`src/hdl/fhzc_pkg.sv`:
```
// fhzc_pkg: shared widths, codes and controller/datapath interface types
// for the frustum and hierarchical-Z box culler. No dependencies.
`default_nettype none

package fhzc_pkg;

	localparam int CW     = 20;  // Q11.8 coordinate
	localparam int GW     = 21;  // grown box bound
	localparam int AXW    = 16;  // Q1.14 axis component
	localparam int DW     = 22;  // corner minus origin
	localparam int PW     = 38;  // delta times axis
	localparam int SW     = 40;  // dot product, Q.22
	localparam int SQW    = 44;  // squared length
	localparam int OPW    = 60;  // square root operand
	localparam int RTW    = 30;  // square root result, Q.16
	localparam int DENW   = 48;  // 512 * depth
	localparam int XW     = 58;  // depth * 256 + side * cotangent
	localparam int TADDRW = 9;
	localparam int TDEPTH = 512;

	localparam logic OP_TILE = 1'b0;
	localparam logic OP_BOX  = 1'b1;

	localparam logic [2:0] REG_ORIGIN = 3'd0;
	localparam logic [2:0] REG_VDIR   = 3'd1;
	localparam logic [2:0] REG_RIGHT  = 3'd2;
	localparam logic [2:0] REG_UP     = 3'd3;
	localparam logic [2:0] REG_SINES  = 3'd4;
	localparam logic [2:0] REG_COTS   = 3'd5;

	localparam logic [2:0] V_TILE   = 3'd0;
	localparam logic [2:0] V_NEAR   = 3'd1;
	localparam logic [2:0] V_SIDE   = 3'd2;
	localparam logic [2:0] V_TOPBOT = 3'd3;
	localparam logic [2:0] V_BEHIND = 3'd4;
	localparam logic [2:0] V_OCCL   = 3'd5;

	typedef struct packed {
		logic [59:0] origin;
		logic [47:0] vdir;
		logic [47:0] right;
		logic [47:0] up;
		logic [31:0] sines;
		logic [31:0] cots;
	} fhzc_cfg_t;

	typedef struct packed {
		logic load_box, diff, mul, sum, side, flag, div_start, tile;
		logic zmul, zsum, walk_init, walk_next;
		logic [2:0] corner;
	} fhzc_cmd_t;

	typedef struct packed {
		logic sqrt_done, div_done;
		logic r_all, l_all, u_all, d_all, neg_all, neg_any;
		logic hit, last;
	} fhzc_sts_t;

endpackage

`default_nettype wire

```
`src/hdl/fhzc_ctrl.sv`:
```
// fhzc_ctrl: sequencer for the box test (eight corners, decision, tile walk)
// and the result register. Depends on fhzc_pkg.
`default_nettype none

module fhzc_ctrl (
	input  logic                clk,
	input  logic                arst_n,
	input  logic                in_valid,
	input  logic                opcode,
	output logic                in_ready,
	output fhzc_pkg::fhzc_cmd_t cmd,
	input  fhzc_pkg::fhzc_sts_t sts,
	output logic                out_valid,
	input  logic                out_ready,
	output logic                visible,
	output logic [2:0]          verdict
);

	localparam logic [4:0] ST_IDLE   = 5'd0;
	localparam logic [4:0] ST_DIFF   = 5'd1;
	localparam logic [4:0] ST_MUL    = 5'd2;
	localparam logic [4:0] ST_SUM    = 5'd3;
	localparam logic [4:0] ST_SQRT   = 5'd4;
	localparam logic [4:0] ST_SIDE   = 5'd5;
	localparam logic [4:0] ST_FLAG   = 5'd6;
	localparam logic [4:0] ST_NUM    = 5'd7;
	localparam logic [4:0] ST_DIV    = 5'd8;
	localparam logic [4:0] ST_TILE   = 5'd9;
	localparam logic [4:0] ST_DECIDE = 5'd10;
	localparam logic [4:0] ST_ZMUL   = 5'd11;
	localparam logic [4:0] ST_ZSUM   = 5'd12;
	localparam logic [4:0] ST_WINIT  = 5'd13;
	localparam logic [4:0] ST_RD     = 5'd14;
	localparam logic [4:0] ST_CMP    = 5'd15;
	localparam logic [4:0] ST_EMIT   = 5'd16;

	localparam logic [2:0] LAST_CORNER = 3'd7;

	logic [4:0] state_q, state_d;
	logic [2:0] corner_q;
	logic [2:0] res_q, res_d;
	logic       out_valid_q;
	logic [2:0] verdict_q;
	logic       emit;

	assign in_ready = (state_q == ST_IDLE);
	assign emit     = (state_q == ST_EMIT) && (!out_valid_q || out_ready);

	always_comb begin
		state_d    = state_q;
		res_d      = res_q;
		cmd        = '0;
		cmd.corner = corner_q;
		case (state_q)
			ST_IDLE: begin
				if (in_valid && opcode == fhzc_pkg::OP_BOX) begin
					cmd.load_box = 1'b1;
					state_d      = ST_DIFF;
				end
			end
			ST_DIFF: begin
				cmd.diff = 1'b1;
				state_d  = ST_MUL;
			end
			ST_MUL: begin
				cmd.mul = 1'b1;
				state_d = ST_SUM;
			end
			ST_SUM: begin
				cmd.sum = 1'b1;
				state_d = ST_SQRT;
			end
			ST_SQRT: begin
				if (sts.sqrt_done) begin
					state_d = ST_SIDE;
				end
			end
			ST_SIDE: begin
				cmd.side = 1'b1;
				state_d  = ST_FLAG;
			end
			ST_FLAG: begin
				cmd.flag = 1'b1;
				state_d  = ST_NUM;
			end
			ST_NUM: begin
				cmd.div_start = 1'b1;
				state_d       = ST_DIV;
			end
			ST_DIV: begin
				if (sts.div_done) begin
					state_d = ST_TILE;
				end
			end
			ST_TILE: begin
				cmd.tile = 1'b1;
				state_d  = (corner_q == LAST_CORNER) ? ST_DECIDE : ST_DIFF;
			end
			ST_DECIDE: begin
				state_d = ST_EMIT;
				if (sts.r_all || sts.l_all) begin
					res_d = fhzc_pkg::V_SIDE;
				end else if (sts.u_all || sts.d_all) begin
					res_d = fhzc_pkg::V_TOPBOT;
				end else if (sts.neg_all) begin
					res_d = fhzc_pkg::V_BEHIND;
				end else if (sts.neg_any) begin
					res_d = fhzc_pkg::V_NEAR;
				end else begin
					state_d = ST_ZMUL;
				end
			end
			ST_ZMUL: begin
				cmd.zmul = 1'b1;
				state_d  = ST_ZSUM;
			end
			ST_ZSUM: begin
				cmd.zsum = 1'b1;
				state_d  = ST_WINIT;
			end
			ST_WINIT: begin
				cmd.walk_init = 1'b1;
				state_d       = ST_RD;
			end
			ST_RD: begin
				state_d = ST_CMP;
			end
			ST_CMP: begin
				if (sts.hit) begin
					res_d   = fhzc_pkg::V_TILE;
					state_d = ST_EMIT;
				end else if (sts.last) begin
					res_d   = fhzc_pkg::V_OCCL;
					state_d = ST_EMIT;
				end else begin
					cmd.walk_next = 1'b1;
					state_d       = ST_RD;
				end
			end
			ST_EMIT: begin
				if (emit) begin
					state_d = ST_IDLE;
				end
			end
			default: begin
				state_d = ST_IDLE;
			end
		endcase
	end

	always_ff @(posedge clk or negedge arst_n) begin
		if (!arst_n) begin
			state_q     <= ST_IDLE;
			corner_q    <= '0;
			res_q       <= fhzc_pkg::V_TILE;
			out_valid_q <= 1'b0;
		end else begin
			state_q <= state_d;
			res_q   <= res_d;
			if (cmd.load_box) begin
				corner_q <= '0;
			end else if (cmd.tile && corner_q != LAST_CORNER) begin
				corner_q <= corner_q + 1'b1;
			end
			if (emit) begin
				out_valid_q <= 1'b1;
			end else if (out_ready) begin
				out_valid_q <= 1'b0;
			end
		end
	end

	always_ff @(posedge clk) begin
		if (emit) begin
			verdict_q <= res_q;
		end
	end

	assign out_valid = out_valid_q;
	assign verdict   = verdict_q;
	assign visible   = (verdict_q == fhzc_pkg::V_TILE) || (verdict_q == fhzc_pkg::V_NEAR);

`ifndef SYNTH
	a_all_corners: assert property (@(posedge clk) disable iff (!arst_n)
		(state_q == ST_DECIDE) |-> (corner_q == LAST_CORNER))
		else $error("decision reached before all corners were processed");

	a_emit_lands: assert property (@(posedge clk) disable iff (!arst_n)
		emit |=> (out_valid_q && state_q == ST_IDLE && verdict_q == $past(res_q)))
		else $error("result not loaded into the output register");
`endif

endmodule

`default_nettype wire

```
`config.mk`:
```
export PLATFORM = sky130hd
export DESIGN_NAME = fhzc_ctrl
export DESIGN_NICKNAME = d
export VERILOG_FILES = /design/src/hdl/fhzc_pkg.sv /design/src/hdl/fhzc_ctrl.sv
export SDC_FILE = /design/constraint.sdc
export NUM_CORES = 1
export LEC_CHECK = 0
export ABC_AREA = 1
export BUFFER_PORTS_ARGS = -buffer_cell sky130_fd_sc_hd__buf_4
export CORE_ASPECT_RATIO = 0.8
export CORE_MARGIN = 2
export CORE_UTILIZATION = 41
export CTS_CLUSTER_DIAMETER = 40
export DETAILED_ROUTE_END_ITERATION = 8
export PLACE_DENSITY = 0.79
export SETUP_SLACK_MARGIN = 0.5
export SKIP_LAST_GASP = 1
export SLEW_MARGIN = 30
export SYNTH_ARGS = -nofsm -noshare
export SYNTH_HDL_FRONTEND = slang
export SYNTH_SLANG_ARGS = --single-unit
```
`constraint.sdc`:
```
create_clock -name clk -period 2.3 [get_ports clk]
set_input_delay 0.115 -clock clk [delete_from_list [all_inputs] [get_ports clk]]
set_output_delay 0.115 -clock clk [all_outputs]
set_load 0.02 [all_outputs]
```
Yosys cells after proc, flatten, opt, wreduce, memory -nomap -nowiden
Cells that the tools add are included.
{"block": "word_totals", "regBits": 15, "input_bits": 15, "out_inout_bits": 21, "word_cells": 84}
{"block": "classes", "add_sub_neg": 1, "eq_ne": 25, "muxes": 38, "reduce_logical": 15}
{"op": "5-bit one-hot mux with 17 select lines", "n": 1}
{"op": "5-bit two-way mux", "n": 10}
{"op": "5-bit by 4-bit equality test with 1-bit output (second input constant)", "n": 8}
{"op": "3-bit two-way mux", "n": 8}
{"op": "5-bit by 3-bit equality test with 1-bit output (second input constant)", "n": 4}
{"op": "1-bit two-way mux", "n": 17}
{"op": "5-bit by 2-bit equality test with 1-bit output (second input constant)", "n": 2}
{"op": "2-bit != test (second input constant)", "n": 3}
{"op": "3-bit != test (second input constant)", "n": 2}
{"op": "3-bit one-hot mux with 2 select lines", "n": 1}
{"op": "2-bit nonzero test", "n": 3}
{"op": "5-bit by 1-bit equality test with 1-bit output (second input constant)", "n": 1}
{"op": "5-bit equality test (second input constant)", "n": 1}
{"op": "5-bit zero test", "n": 1}
{"op": "5-bit != test (second input constant)", "n": 1}
{"op": "1-bit logical OR", "n": 4}
{"op": "4-bit two-way mux", "n": 1}
{"op": "4-bit AND reduction", "n": 1}
{"op": "3-bit by 1-bit adder with 3-bit output (second input constant)", "n": 1}
{"op": "3-bit by 1-bit equality test with 1-bit output (second input constant)", "n": 1}
{"op": "3-bit equality test (second input constant)", "n": 1}
{"op": "1-bit logical AND", "n": 3}
{"op": "3-bit zero test", "n": 1}
{"op": "3-bit AND reduction", "n": 1}
{"op": "other kinds (2)", "n": 2}

Longest topological paths before layout
{"block": "logic_depth", "depth_word": 5, "mapped_depth": 9, "depth_no_buf": 9}

Worst setup path before layout
Ideal clock, no wire load.
{"block": "synth_timing", "path_kind": "register to register", "start": "register corner_q[0]", "end": "register corner_q[0]", "setup_time_ns": 0.130, "arrival_ns": 1.347, "t_required_ns": 2.170, "path_slack_ns": 0.823, "path_stages_with_launch": 7, "n_path_buf": 0, "period_less_slack_ns": 1.477, "cell_sequence": "dfrtp_1 > ha_1 > ha_1 > nor3_2 > inv_2 > nand3_1 > o21ai_1"}
{"block": "synth_between", "elab_chain_len": 3, "word_cells_on_any_way": 6}
{"element": "start, declared", "line_no": "fhzc_ctrl.sv:40", "source": "logic [2:0] corner_q;"}
{"element": "start signal, assigned", "line_no": "fhzc_ctrl.sv:163", "source": "corner_q <= corner_q + 1'b1;"}
{"element": "3-bit by 1-bit adder with 3-bit output / 3-bit != test (equally long branches)", "line_no": "fhzc_ctrl.sv:163, fhzc_ctrl.sv:162"}
{"element": "3-bit two-way mux / 1-bit logical AND (equally long branches)", "line_no": "fhzc_ctrl.sv:162", "source": "end else if (cmd.tile && corner_q != LAST_CORNER) begin"}
{"element": "3-bit two-way mux / 2-bit nonzero test (equally long branches)"}
Several ways; a longest one is shown, not always the timed one. The select of a mux whose other input is x is not followed.
A chain may end at the register's enable or synchronous reset.

==> run summary <==
### Global routing
- global-route wire length before repair: 3690 um
- number of global-route vias before repair: 845
- largest net degree at the start of global routing: 13
- overall overflow remaining after global route: 0
- antenna violations before repair: 0
- GRT Total Usage: 0.184

### Final layout
- net total in the final layout: 190
- most common library cell in the layout ignoring fill and taps: sky130_fd_sc_hd__buf_4
- register area: 390 um2
- Layout Cells excl Fill: 197
- commonest cells after routing, fill and taps aside: sky130_fd_sc_hd__buf_4 (35), sky130_fd_sc_hd__nand2_1 (30), sky130_fd_sc_hd__nor2_1 (27), sky130_fd_sc_hd__inv_1 (16), sky130_fd_sc_hd__nand3_1 (15)
- Post-Route Utilization: 0.593
- area added between synthesis and finish: 36.8%
- # fillers: 208
- fraction of final layout cells sized beyond drive strength 1: 0.302
- ANT cells: 0
- area taken by multi-input logic gates: 469 um2

### Die
- die span in x: 57.2 um
- Die Outline Area: 2660 um2
- I/O pins: 36
- Initial Util: 0.433
- CORE AREA: 2140 um2
- row count: 15
- Die Y: 46.5 um

### Route
- Routed met2 length: 1040 um
- DRC Markers: 0
- number of search-and-repair iterations in the first detailed-routing pass: 4
- highest metal layer with signal wires: met4
- via density per instance: 4.91
- count of vias placed by the detailed router: 967
- final routed wirelength across all metal layers: 2300 um
- post-detailed-route wirelength per cell: 11.7 um
- Initial DRC Count: 34
- sum of routed wire segments on met1: 1050 um
- detailed-routed wire length on met3: 199 um
- residual antenna-violating net count after detailed routing: 0

### Clock tree
- number of clock sinks: 15
- clock transition at the registers of the reported paths: 100 ps
- Bufs on Longest Clock Path: 2
- clock latency at the later pin of the worst-skew pair: 290 ps
- clock tree root buffer cell: sky130_fd_sc_hd__clkbuf_4
- number of clock buffers inserted by TritonCTS: 3
- maximum level of the CTS H-tree: 1
- number of buffers added for setup after CTS: 0
- clock tree from TritonCTS: done

### STA
- final hold vios: 0
- Final TNS setup: 0 ps
- number of endpoints failing setup at the final stage: 0
- Achievable Freq: 608 MHz
- slew of the pin with the lowest slew margin: 322 ps
- max-slew violations: 0
- clock tree skew after final layout: 8.12 ps
- setup repair after global routing missed its margin: no
- Final min period: 1650 ps
- period utilisation layout: 0.715
- tightest slew margin relative to the limit: 0.784

### Critical path
- Crit path largest cell delay: 470 ps
- cell with the largest stage delay on the worst path: sky130_fd_sc_hd__dfrtp_1
- Crit path buffers/inverters: 3
- CP Capture Type: primary output
- Crit Path Class: reg2out
- flop-to-flop setup slack: 760 ps
- startpoint type of the worst setup path: flop
- cell family with the largest share of critical-path delay: flip-flops
- top fanout value on the critical path: 7
- ordered cell list for the critical path: nor2_4 -> nand3_1 -> inv_1 -> nand3_1 -> inv_1 -> buf_4
- arrival time of data at the critical path endpoint: 1530 ps
- data required time at the worst endpoint: 2180 ps

### Place
- Cells after DPL: 192
- input/output buffers: 35
- HPWL reported at the end of detailed placement: 1860 um
- routability-driven placement congestion ratio: 0.895

### Synthesis
- number of different library cells in the post-synthesis netlist: 19
- number of instances in the synthesized netlist: 132
- Syn Std Cell Area: 927 um2
- count of synthesis-stage warnings from yosys: 0
- sequential cell area fraction in the yosys report: 0.421
- flip-flop and latch count after synthesis: 15
- post-synthesis net count: 149
- average cell area after synthesis: 7.02 um2

### Power
- net switching share of the total power: 0.469
- internal power: 0.684 mW
- leakage dissipation: 0.709 nW
- clock network power share: 0.123
- ratio of total power to cell area: 1020 nW/um2
- largest vdd supply drop: 0.745 mV
- Combinational Power Share: 0.537
- sequential fraction of design power: 0.341
- Psw: 0.605 mW

### Flow run
- max-cap viol count: 0

### Hold path
- hold crit path type: in2reg

### Run status
- outcome: complete, no violations

==> flip-flops by register name, summed over array words and instances (netlist names) <==
name	count
out_valid	1
res_q	3
verdict	3
state_q	5
corner_q	3
==> logic make-up (layout without fill, tap and decap cells) <==
group	Yosys count	after routing	share of synthesized area
AND/OR/NAND/NOR	85	85	0.417
adder cells (fa/ha/maj)	2	2	0.0270
AO/OA/AOI/OAI	10	10	0.0540
buffers and inverters	20	60	0.0810
flip-flops	15	15	0.421
==> worst reg2reg max path, stage by stage (launching register included) <==
cell and delay, ps:
sky130_fd_sc_hd__dfrtp_1 440, sky130_fd_sc_hd__ha_1 220, sky130_fd_sc_hd__ha_1 200, sky130_fd_sc_hd__nor3_2 330, sky130_fd_sc_hd__inv_2 100, sky130_fd_sc_hd__nand3_1 90
sky130_fd_sc_hd__o21ai_1 70
==> stage by stage <==
stage	worst slack (ps)	area (um2)	total power, mW	hold WS (ps)
floorplan	823	927	0.876	-181
global placement	870	1220	1.11	-34.7
detailed placement	760	1220	1.11	-36.4
CTS	587	1260	1.27	125
global route	509	1270	1.39	109
finish	654	1270	1.29	122
==> path summary, 6_finish.rpt <==
path	endpoint	depth (start not counted)	start
min in group asynchronous	state_q[0]	2	arst_n
min	out_valid	3	out_ready
max in group asynchronous	res_q[2]	2	arst_n
min reg2reg	verdict[2]	0	res_q[2]
max reg2reg	corner_q[0]	6	corner_q[0]
max	cmd[14]	6	state_q[0]
==> timing repair <==
item / in CTS / in global routing
hold buffers: 1 / 0
setup endpoints to repair: 0 / 1
hold endpoints to repair: 12 / 0
resized for setup: 0 / 2
==> cell usage after synthesis <==
library cell / instances / share of area
sky130_fd_sc_hd__nand2_1: 30 / 0.12
sky130_fd_sc_hd__nor2_1: 28 / 0.11
sky130_fd_sc_hd__inv_1: 16 / 0.065
sky130_fd_sc_hd__nand3_1: 15 / 0.081
sky130_fd_sc_hd__dfrtp_1: 12 / 0.32
sky130_fd_sc_hd__a21oi_1: 4 / 0.022
sky130_fd_sc_hd__inv_2: 4 / 0.016
sky130_fd_sc_hd__edfxtp_1: 3 / 0.097
sky130_fd_sc_hd__o21ai_0: 3 / 0.016
sky130_fd_sc_hd__o21ai_1: 3 / 0.016
sky130_fd_sc_hd__ha_1: 2 / 0.027
sky130_fd_sc_hd__nand3_2: 2 / 0.022
sky130_fd_sc_hd__nand4_1: 2 / 0.013
sky130_fd_sc_hd__nor2_2: 2 / 0.013
sky130_fd_sc_hd__nor3b_1: 2 / 0.016
sky130_fd_sc_hd__nand2_2: 1 / 0.0068
sky130_fd_sc_hd__nor2_4: 1 / 0.012
sky130_fd_sc_hd__nor3_2: 1 / 0.011
sky130_fd_sc_hd__or2_2: 1 / 0.0068
==> power by group through the flow <==
stage                     clock network, mW  registers (mW)  logic [mW]
after floorplan                           0           0.449       0.426
after global placement                    0           0.429       0.678
after detailed placement                  0           0.435       0.680
after CTS                             0.157           0.431       0.684
after global routing                  0.174           0.449       0.763
final                                 0.158           0.439       0.692
==> cell type report <==
class                      instances  area share
sequential                        15       0.308
tap                               25      0.0247
multi-input combinational         97       0.370
inverter                          20      0.0592
clock buffer                       3      0.0178
clock inverter                     1     0.00592
timing repair buffer              36       0.215
==> metal layers <==
layer,vias up,GRT usage
li1,500,-
met5,-,0
met3,2,0.0730
met4,0,0.0140
met2,32,0.306
met1,433,0.240
Power figures use the tool's default switching activity.
